<file path="src/design/tbda_pkg.sv">
`timescale 1ns / 1ps
`default_nettype none
package tbda_pkg;

  localparam int NUM_AXES    = 4;
  localparam int NUM_BUTTONS = 8;

  typedef logic [NUM_BUTTONS-1:0] btn_vec_t;
  typedef logic signed [7:0]      trim_t;
  typedef logic [2:0]             btn_idx_t;

  typedef struct packed {
    btn_vec_t press_fire;
    btn_vec_t rep_fire;
    btn_vec_t stable;
  } fire_t;

  typedef enum logic [2:0] {
    CFG_DEBOUNCE_SAMPLES   = 3'd0,
    CFG_HOLD_DELAY_MS      = 3'd1,
    CFG_REPEAT_INTERVAL_MS = 3'd2,
    CFG_TRIM_STEP          = 3'd3,
    CFG_TRIM_LIMIT         = 3'd4
  } cfg_idx_t;

  // button map: axis 0 <- bits 0/1, axis 1 <- bits 6/7, axis 2 <- bits 4/5, axis 3 <- bits 2/3
  localparam btn_idx_t AXIS_UP_BTN [NUM_AXES] = '{3'd0, 3'd6, 3'd4, 3'd2};
  localparam btn_idx_t AXIS_DN_BTN [NUM_AXES] = '{3'd1, 3'd7, 3'd5, 3'd3};

  localparam logic [7:0]  DEF_DEBOUNCE_SAMPLES   = 8'd3;
  localparam logic [15:0] DEF_HOLD_DELAY_MS      = 16'd400;
  localparam logic [15:0] DEF_REPEAT_INTERVAL_MS = 16'd100;
  localparam logic [6:0]  DEF_TRIM_STEP          = 7'd2;
  localparam logic [6:0]  DEF_TRIM_LIMIT         = 7'd100;

  function automatic trim_t trim_apply(trim_t v, logic up, logic [6:0] step,
                                       logic [6:0] lim);
    logic signed [8:0] s;
    logic signed [8:0] hi;
    logic signed [8:0] lo;
    hi = $signed({2'b00, lim});
    lo = -hi;
    if (up) begin
      s = $signed({v[7], v}) + $signed({2'b00, step});
    end else begin
      s = $signed({v[7], v}) - $signed({2'b00, step});
    end
    if (s > hi) begin
      s = hi;
    end else if (s < lo) begin
      s = lo;
    end
    return s[7:0];
  endfunction

endpackage
`default_nettype wire

</file>
<file path="src/design/tbda_debounce.sv">
`timescale 1ns / 1ps
`default_nettype none
module tbda_debounce (
  input  wire logic              clk,
  input  wire logic              rst_n,
  input  wire logic              go,
  input  wire tbda_pkg::btn_vec_t raw,
  input  wire logic [31:0]       now,
  input  wire logic [7:0]        debounce_samples,
  input  wire logic [15:0]       hold_delay_ms,
  input  wire logic [15:0]       repeat_interval_ms,
  output tbda_pkg::fire_t        fire_r
);
  import tbda_pkg::*;

  btn_vec_t    stable_r, cand_r;
  logic [7:0]  cnt_r;
  logic [31:0] ps_r [NUM_BUTTONS];
  logic [31:0] lf_r [NUM_BUTTONS];

  btn_vec_t    stable_nxt, pressed, press, release_b, rep;
  logic [7:0]  cnt_nxt;
  logic [31:0] now1;
  logic        accept;
  logic [31:0] ps_nxt [NUM_BUTTONS];
  logic [31:0] lf_mid [NUM_BUTTONS];
  logic [31:0] lf_nxt [NUM_BUTTONS];
  logic [31:0] held   [NUM_BUTTONS];
  logic [31:0] since  [NUM_BUTTONS];

  always_comb begin
    now1 = (now == 32'd0) ? 32'd1 : now;
    if (raw == cand_r) begin
      cnt_nxt = (cnt_r < debounce_samples) ? cnt_r + 8'd1 : cnt_r;
    end else begin
      cnt_nxt = 8'd1;
    end
    accept     = (cnt_nxt >= debounce_samples);
    stable_nxt = accept ? raw : stable_r;
    pressed    = ~stable_nxt;
    press      = pressed & stable_r;
    release_b  = stable_nxt & ~stable_r;
    for (int b = 0; b < NUM_BUTTONS; b++) begin
      if (press[b]) begin
        ps_nxt[b] = now1;
        lf_mid[b] = now1;
      end else if (release_b[b]) begin
        ps_nxt[b] = 32'd0;
        lf_mid[b] = 32'd0;
      end else begin
        ps_nxt[b] = ps_r[b];
        lf_mid[b] = lf_r[b];
      end
      held[b]  = now1 - ps_nxt[b];
      since[b] = now1 - lf_mid[b];
      rep[b]   = (ps_nxt[b] != 32'd0) && pressed[b] &&
                 (held[b] >= {16'd0, hold_delay_ms}) &&
                 (since[b] >= {16'd0, repeat_interval_ms});
      lf_nxt[b] = rep[b] ? now1 : lf_mid[b];
    end
  end

  always_ff @(posedge clk) begin
    if (!rst_n) begin
      stable_r <= '1;
      cand_r   <= '1;
      cnt_r    <= 8'd0;
      for (int b = 0; b < NUM_BUTTONS; b++) begin
        ps_r[b] <= 32'd0;
        lf_r[b] <= 32'd0;
      end
    end else if (go) begin
      stable_r <= stable_nxt;
      cand_r   <= raw;
      cnt_r    <= cnt_nxt;
      for (int b = 0; b < NUM_BUTTONS; b++) begin
        ps_r[b] <= ps_nxt[b];
        lf_r[b] <= lf_nxt[b];
      end
    end
  end

  always_ff @(posedge clk) begin
    if (go) begin
      fire_r.press_fire <= press;
      fire_r.rep_fire   <= rep;
      fire_r.stable     <= stable_nxt;
    end
  end

endmodule
`default_nettype wire

</file>
<file path="src/design/tbda_trim.sv">
`timescale 1ns / 1ps
`default_nettype none
module tbda_trim (
  input  wire logic               clk,
  input  wire logic               rst_n,
  input  wire logic               go,
  input  wire tbda_pkg::fire_t    fire,
  input  wire logic [6:0]         step_size,
  input  wire logic [6:0]         trim_limit,
  output tbda_pkg::trim_t         trim_r [tbda_pkg::NUM_AXES],
  output tbda_pkg::btn_vec_t      stable_r,
  output logic                    changed_r
);
  import tbda_pkg::*;

  trim_t trim_nxt [NUM_AXES];
  trim_t v;

  // firings per axis in bit order: presses first, then repeats
  always_comb begin
    v = '0;
    for (int a = 0; a < NUM_AXES; a++) begin
      v = trim_r[a];
      if (fire.press_fire[AXIS_UP_BTN[a]]) v = trim_apply(v, 1'b1, step_size, trim_limit);
      if (fire.press_fire[AXIS_DN_BTN[a]]) v = trim_apply(v, 1'b0, step_size, trim_limit);
      if (fire.rep_fire[AXIS_UP_BTN[a]])   v = trim_apply(v, 1'b1, step_size, trim_limit);
      if (fire.rep_fire[AXIS_DN_BTN[a]])   v = trim_apply(v, 1'b0, step_size, trim_limit);
      trim_nxt[a] = v;
    end
  end

  always_ff @(posedge clk) begin
    if (!rst_n) begin
      for (int a = 0; a < NUM_AXES; a++) begin
        trim_r[a] <= '0;
      end
    end else if (go) begin
      for (int a = 0; a < NUM_AXES; a++) begin
        trim_r[a] <= trim_nxt[a];
      end
    end
  end

  always_ff @(posedge clk) begin
    if (go) begin
      stable_r  <= fire.stable;
      changed_r <= |{fire.press_fire, fire.rep_fire};
    end
  end

endmodule
`default_nettype wire

</file>
<file path="src/design/trim_button_debounce_autorepeat.sv">
`timescale 1ns / 1ps
`default_nettype none
// Trim button debounce with auto-repeat. One result per input transaction,
// one transaction per clock sustained while out_stall is low. The path runs: input
// register, then the debounce/timing stage (equal-sample count, press and
// release edges, 32-bit wrapped hold and repeat compares for all eight
// buttons in parallel), then the trim stage (up to four saturating steps
// per axis in bit order) which feeds the result register. Trim offsets are
// held in the result register itself. The configuration port is always
// ready; write it only while no transaction is in flight.
module trim_button_debounce_autorepeat (
  input  wire logic              clk,
  input  wire logic              rst_n,
  input  wire logic              in_valid,
  output logic                   in_stall,
  input  wire logic [7:0]        in_buttons_raw,
  input  wire logic [31:0]       in_now_ms,
  output logic                   out_valid,
  input  wire logic              out_stall,
  output logic signed [7:0]      out_trim_throttle,
  output logic signed [7:0]      out_trim_yaw,
  output logic signed [7:0]      out_trim_pitch,
  output logic signed [7:0]      out_trim_roll,
  output logic [7:0]             out_stable_buttons,
  output logic                   out_trims_changed,
  input  wire logic              cfg_valid,
  output logic                   cfg_ready,
  input  wire logic [2:0]        cfg_index,
  input  wire logic [15:0]       cfg_data
);
  import tbda_pkg::*;

  logic        in_valid_r, dec_valid_r, out_valid_r;
  btn_vec_t    raw_r;
  logic [31:0] now_r;

  logic [7:0]  debounce_samples_r;
  logic [15:0] hold_delay_ms_r;
  logic [15:0] repeat_interval_ms_r;
  logic [6:0]  step_size_r;
  logic [6:0]  trim_limit_r;

  logic        out_free, dec_free, dec_go, in_go, in_take;
  fire_t       fire_r;
  trim_t       trim_r [NUM_AXES];
  btn_vec_t    stable_r;
  logic        changed_r;

  assign out_free = ~out_valid_r | ~out_stall;
  assign dec_go   = dec_valid_r & out_free;
  assign dec_free = ~dec_valid_r | out_free;
  assign in_go    = in_valid_r & dec_free;
  assign in_stall = in_valid_r & ~dec_free;
  assign in_take  = in_valid & ~in_stall;
  assign cfg_ready = 1'b1;

  always_ff @(posedge clk) begin
    if (!rst_n) begin
      in_valid_r  <= 1'b0;
      dec_valid_r <= 1'b0;
      out_valid_r <= 1'b0;
    end else begin
      if (!in_stall) in_valid_r <= in_valid;
      if (dec_free)  dec_valid_r <= in_valid_r;
      if (out_free)  out_valid_r <= dec_valid_r;
    end
  end

  always_ff @(posedge clk) begin
    if (in_take) begin
      raw_r <= in_buttons_raw;
      now_r <= in_now_ms;
    end
  end

  always_ff @(posedge clk) begin
    if (!rst_n) begin
      debounce_samples_r   <= DEF_DEBOUNCE_SAMPLES;
      hold_delay_ms_r      <= DEF_HOLD_DELAY_MS;
      repeat_interval_ms_r <= DEF_REPEAT_INTERVAL_MS;
      step_size_r          <= DEF_TRIM_STEP;
      trim_limit_r         <= DEF_TRIM_LIMIT;
    end else if (cfg_valid && cfg_ready) begin
      case (cfg_index)
        CFG_DEBOUNCE_SAMPLES:   debounce_samples_r   <= cfg_data[7:0];
        CFG_HOLD_DELAY_MS:      hold_delay_ms_r      <= cfg_data;
        CFG_REPEAT_INTERVAL_MS: repeat_interval_ms_r <= cfg_data;
        CFG_TRIM_STEP:          step_size_r          <= cfg_data[6:0];
        CFG_TRIM_LIMIT:         trim_limit_r         <= cfg_data[6:0];
        default: ;
      endcase
    end
  end

  tbda_debounce u_debounce (
    .clk                (clk),
    .rst_n              (rst_n),
    .go                 (in_go),
    .raw                (raw_r),
    .now                (now_r),
    .debounce_samples   (debounce_samples_r),
    .hold_delay_ms      (hold_delay_ms_r),
    .repeat_interval_ms (repeat_interval_ms_r),
    .fire_r             (fire_r)
  );

  tbda_trim u_trim (
    .clk        (clk),
    .rst_n      (rst_n),
    .go         (dec_go),
    .fire       (fire_r),
    .step_size  (step_size_r),
    .trim_limit (trim_limit_r),
    .trim_r     (trim_r),
    .stable_r   (stable_r),
    .changed_r  (changed_r)
  );

  assign out_valid          = out_valid_r;
  assign out_trim_throttle  = trim_r[0];
  assign out_trim_yaw       = trim_r[1];
  assign out_trim_pitch     = trim_r[2];
  assign out_trim_roll      = trim_r[3];
  assign out_stable_buttons = stable_r;
  assign out_trims_changed  = changed_r;

  a_trim_range: assert property (@(posedge clk) disable iff (!rst_n)
    out_trim_throttle != 8'sh80 && out_trim_yaw != 8'sh80 &&
    out_trim_pitch != 8'sh80 && out_trim_roll != 8'sh80)
    else $error("trim offset outside symmetric range");

  a_trim_hold: assert property (@(posedge clk) disable iff (!rst_n)
    rst_n && !dec_go |=> $stable(out_trim_throttle) && $stable(out_trim_yaw) &&
                         $stable(out_trim_pitch) && $stable(out_trim_roll))
    else $error("trim offsets moved without a transaction in the trim stage");

  a_dec_kept: assert property (@(posedge clk) disable iff (!rst_n)
    dec_valid_r && !out_free |=> dec_valid_r)
    else $error("decision stage transaction dropped");

endmodule
`default_nettype wire

</file>
<file path="config.mk">
export PLATFORM = sky130hd
export DESIGN_NAME = trim_button_debounce_autorepeat
export DESIGN_NICKNAME = d
export VERILOG_FILES = /design/src/design/tbda_pkg.sv /design/src/design/tbda_debounce.sv /design/src/design/tbda_trim.sv /design/src/design/trim_button_debounce_autorepeat.sv
export SDC_FILE = /design/constraint.sdc
export NUM_CORES = 2
export LEC_CHECK = 0
export BUFFER_PORTS_ARGS = -buffer_cell sky130_fd_sc_hd__buf_4
export CORE_MARGIN = 10
export CORE_UTILIZATION = 40
export CTS_CLUSTER_SIZE = 24
export DETAILED_ROUTE_END_ITERATION = 10
export PLACE_DENSITY = 0.52
export SLEW_MARGIN = 20
export SYNTH_ARGS = -nofsm -noshare
export SYNTH_HDL_FRONTEND = slang
export SYNTH_SLANG_ARGS = --single-unit
export TNS_END_PERCENT = 30
</file>
<file path="constraint.sdc">
create_clock -name clk -period 42.3 [get_ports clk]
set_clock_uncertainty 0.15 [all_clocks]
set_input_delay 8.46 -clock clk [delete_from_list [all_inputs] [get_ports clk]]
set_output_delay 8.46 -clock clk [all_outputs]
set_load 0.005 [all_outputs]
</file>
==> key figures <==
Run status
  • Run status: completed

Floorplanning
  • Die area: 0.215 mm²
  • Core Box Area: 0.196 mm²
  • Starting density of the core: 40.3%
  • Die height: 464 µm
  • I/O pins: 108
  • Die width: 464 µm
  • Row count: 162

Critical path
  • Worst path required time: 33,690 ps
  • Cell family with most CP delay: simple AND/OR/NAND/NOR gates
  • Critical path arrival: 9130 ps
  • CP bufs+invs: 2
  • Setup CP Type: in2out
  • Cell Chain, Critical Path: buf_4 -> and3_1 -> and2_1 -> buf_4
  • Critical-path top delay cell: and2_1
  • Crit Path Max Fanout: 3
  • Critical path endpoint category: primary output
  • Crit-path max cell delay: 210 ps
  • Startpoint Class: input port
  • Critical Path Most Common Cell: buf_4

Synthesis
  • Post-synthesis cell area: 0.0789 mm²
  • Synth Register Bits: 698
  • Syn Inst Count: 9,395
  • Main flop type after synthesis: edfxtp_1
  • Syn_area_per_cell: 8.40 µm²
  • Syn Nets: 10,600
  • Ys async rst share: 0%
  • Post-synthesis sequential area ratio: 25.1%
  • Syn. warnings: 0
  • Post-synth EDFFs: 585
  • Number of distinct library cells after synthesis: 102

GRT
  • Global route overflow: 0
  • First-pass GRT wire length: 455 mm
  • Initial antenna violation count: 13
  • Total GRT Usage: 27.0%
  • Vias in the first global route: 71,700
  • Largest net degree at the start of global routing: 120

STA
  • Fmax: 0.0564 GHz
  • Slew HR: 23.5%
  • Slew Viols, Final: 0
  • Fin crit period: 17,740 ps
  • Setup_tns: 0 ps
  • Worst-margin pin slew: 1150 ps
  • Crit share post-route: 41.9%
  • Final hold viol count: 0
  • WHS: 268 ps
  • Final Setup Violations: 0
  • Unrepaired setup endpoints after global routing: false

Power
  • Leakage: 0.0347 µW
  • Pwr dens: 60.8 mW/mm²
  • Max IR drop VDD: 0.0000892 V

Clock tree
  • Root buffer cell: clkbuf_16
  • Clk_lat worst skew: 760 ps
  • TritonCTS clock tree: done
  • CTS max path bufs: 3
  • Htree depth: 3
  • Worst-path clk slew: 60 ps
  • Post-CTS Resized: 0
  • CTS Hold Bufs: 0
  • Total setup buffers inserted after CTS: 0
  • Sinks on the clock net: 698
  • Total CTS buffers: 92

Routing
  • Final antenna-violating net count: 0
  • Drc violations: 0
  • Routed WL: 307 mm
  • Drt wl/cell: 25.6 µm
  • Drt initial violations: 7,030
  • Vias: 75,900
  • Vias per inst: 6.34
  • 1st-pass router iterations: 8

Finish
  • Layout cell share with drive strength beyond 1: 6.82%
  • Most frequent cells in the layout: 1,125 x ha_1, 892 x nor2_1, 719 x a21oi_1, 585 x edfxtp_1, 566 x nand2_1
  • Nets@finish: 10,500
  • Commonest non-fill, non-tap cell in the layout: ha_1
  • Layout Area Growth over Synthesis: 8.79%

Place
  • Port Buffer Count: 106
  • DP Wirelength: 215 mm
  • RD Place Congestion: 0.938

Worst hold path
  • Hold/Removal Path Class: reg2reg

Flow run
  • Max-cap violations: 0
## path summary, 6_finish.rpt
check | start | to | slack [ps] | depth (start not counted)
worst max-delay path | out_stall | in_stall | 24560 | 4
worst min-delay path | u_debounce.fire_r[6]$_DFFE_PP_ | u_trim.stable_r[6]$_DFFE_PP_ | 270 | 0
worst max register to register | trim_limit_r[4]$_SDFFE_PN0P_ | u_trim.trim_r[2]$_SDFFE_PN0P_ | 26240 | 59
worst min register to register | u_debounce.fire_r[6]$_DFFE_PP_ | u_trim.stable_r[6]$_DFFE_PP_ | 270 | 0
## layer usage
metal / wire length (µm) / GRT usage, %
met4: 14400 / 11.6
met3: 19200 / 3.29
met1: 134000 / 35.7
met5: 25 / 0
met2: 139000 / 44.0
## worst register-to-register path: cells and delay by family, from the launching register on
kind | cells | cell delay [ps]
adder cells (fa/ha/maj) | 9 | 2750
AO/OA/AOI/OAI | 26 | 5390
flip-flops | 1 | 1010
buffers and inverters | 7 | 2370
multiplexers | 3 | 840
AND/OR/NAND/NOR | 10 | 2400
XOR/XNOR | 4 | 1050
## stage by stage
stage	setup slack, ps	utilization [%]	power (µW)	instance area [µm²]	cells
3_3_place_gp	24560	42.3	4250	82700	11800
5_1_grt	24540	43.9	5690	85800	12000
3_5_place_dp	24570	42.3	4330	82700	11800
2_1_floorplan	21860	-	3550	78900	9395
6_report	24560	43.9	5220	85800	12000
4_1_cts	24560	43.9	5200	85800	12000
## area by class of cell
cell class / count / area, µm²
Antenna cell: 2 / 5.00
Tap cell: 2624 / 3280
Clock inverter: 65 / 679
Timing Repair Buffer: 310 / 2380
Inverter: 378 / 1430
Clock buffer: 108 / 2460
Multi-Input combinational cell: 7784 / 55700
Sequential cell: 698 / 19800
Fill cell: 19400 / 110000
## synth_stat cells (32+ instances only)
| library cell | count | share of area [%] |
|---|---|---|
| a2111oi_0 | 35 | 0.39 |
| a211o_1 | 42 | 0.47 |
| a211oi_1 | 212 | 2.0 |
| a21o_1 | 263 | 2.5 |
| a21oi_1 | 721 | 4.6 |
| a22oi_1 | 492 | 4.7 |
| a31oi_1 | 101 | 0.80 |
| and2_1 | 33 | 0.26 |
| and3_1 | 43 | 0.34 |
| buf_1 | 75 | 0.36 |
| buf_2 | 35 | 0.22 |
| clkbuf_1 | 414 | 2.0 |
| dfxtp_1 | 113 | 2.9 |
| edfxtp_1 | 585 | 22 |
| fa_1 | 32 | 0.81 |
| ha_1 | 1125 | 18 |
| inv_1 | 366 | 1.7 |
| mux2_2 | 35 | 0.50 |
| mux2i_1 | 121 | 1.5 |
| nand2_1 | 570 | 2.7 |
| nand2b_1 | 127 | 1.0 |
| nand3_1 | 286 | 1.8 |
| nand4_1 | 130 | 1.0 |
| nor2_1 | 899 | 4.3 |
| nor2b_1 | 174 | 1.4 |
| nor3_1 | 168 | 1.1 |
| nor4_1 | 82 | 0.65 |
| o211ai_1 | 118 | 1.1 |
| o21a_1 | 180 | 1.7 |
| o21ai_0 | 520 | 3.3 |
| o21bai_1 | 68 | 0.65 |
| o221ai_1 | 37 | 0.41 |
| o22ai_1 | 58 | 0.46 |
| o31ai_1 | 171 | 1.6 |
| or2_2 | 33 | 0.26 |
| or3_1 | 37 | 0.29 |
| xnor2_1 | 243 | 2.7 |
| xor2_1 | 148 | 1.6 |
## power by group
part | total, µW | internal, µW | switching [µW]
Clock | 835 | 471 | 364
Combinational | 3540 | 1490 | 2050
Sequential | 839 | 801 | 37.8
## registers in the layout (all words and copies together) (netlist names), 7 cells and up
name / cells
raw_r: 8
u_trim.stable_r: 8
u_debounce.cand_r: 8
u_debounce.stable_r: 8
u_debounce.fire_r: 24
u_debounce.ps_r: 256
now_r: 32
u_trim.trim_r: 32
step_size_r: 7
hold_delay_ms_r: 16
u_debounce.lf_r: 256
repeat_interval_ms_r: 16
trim_limit_r: 7
u_debounce.cnt_r: 8
debounce_samples_r: 8
## kinds of logic (layout without fill, tap and decap cells)
family / after synthesis / in the layout / share of synthesized area (%)
compound gates: 3370 / 3370 / 28.9
xor+xnor: 391 / 391 / 4.34
fa+ha+maj: 1157 / 1157 / 18.7
buf+inv: 913 / 861 / 4.47
flops: 698 / 698 / 25.1
mux: 156 / 156 / 2.04
other cells: 1 / 3 / 0.00475
simple gates: 2709 / 2709 / 16.4
Power figures use the tool's default switching activity.
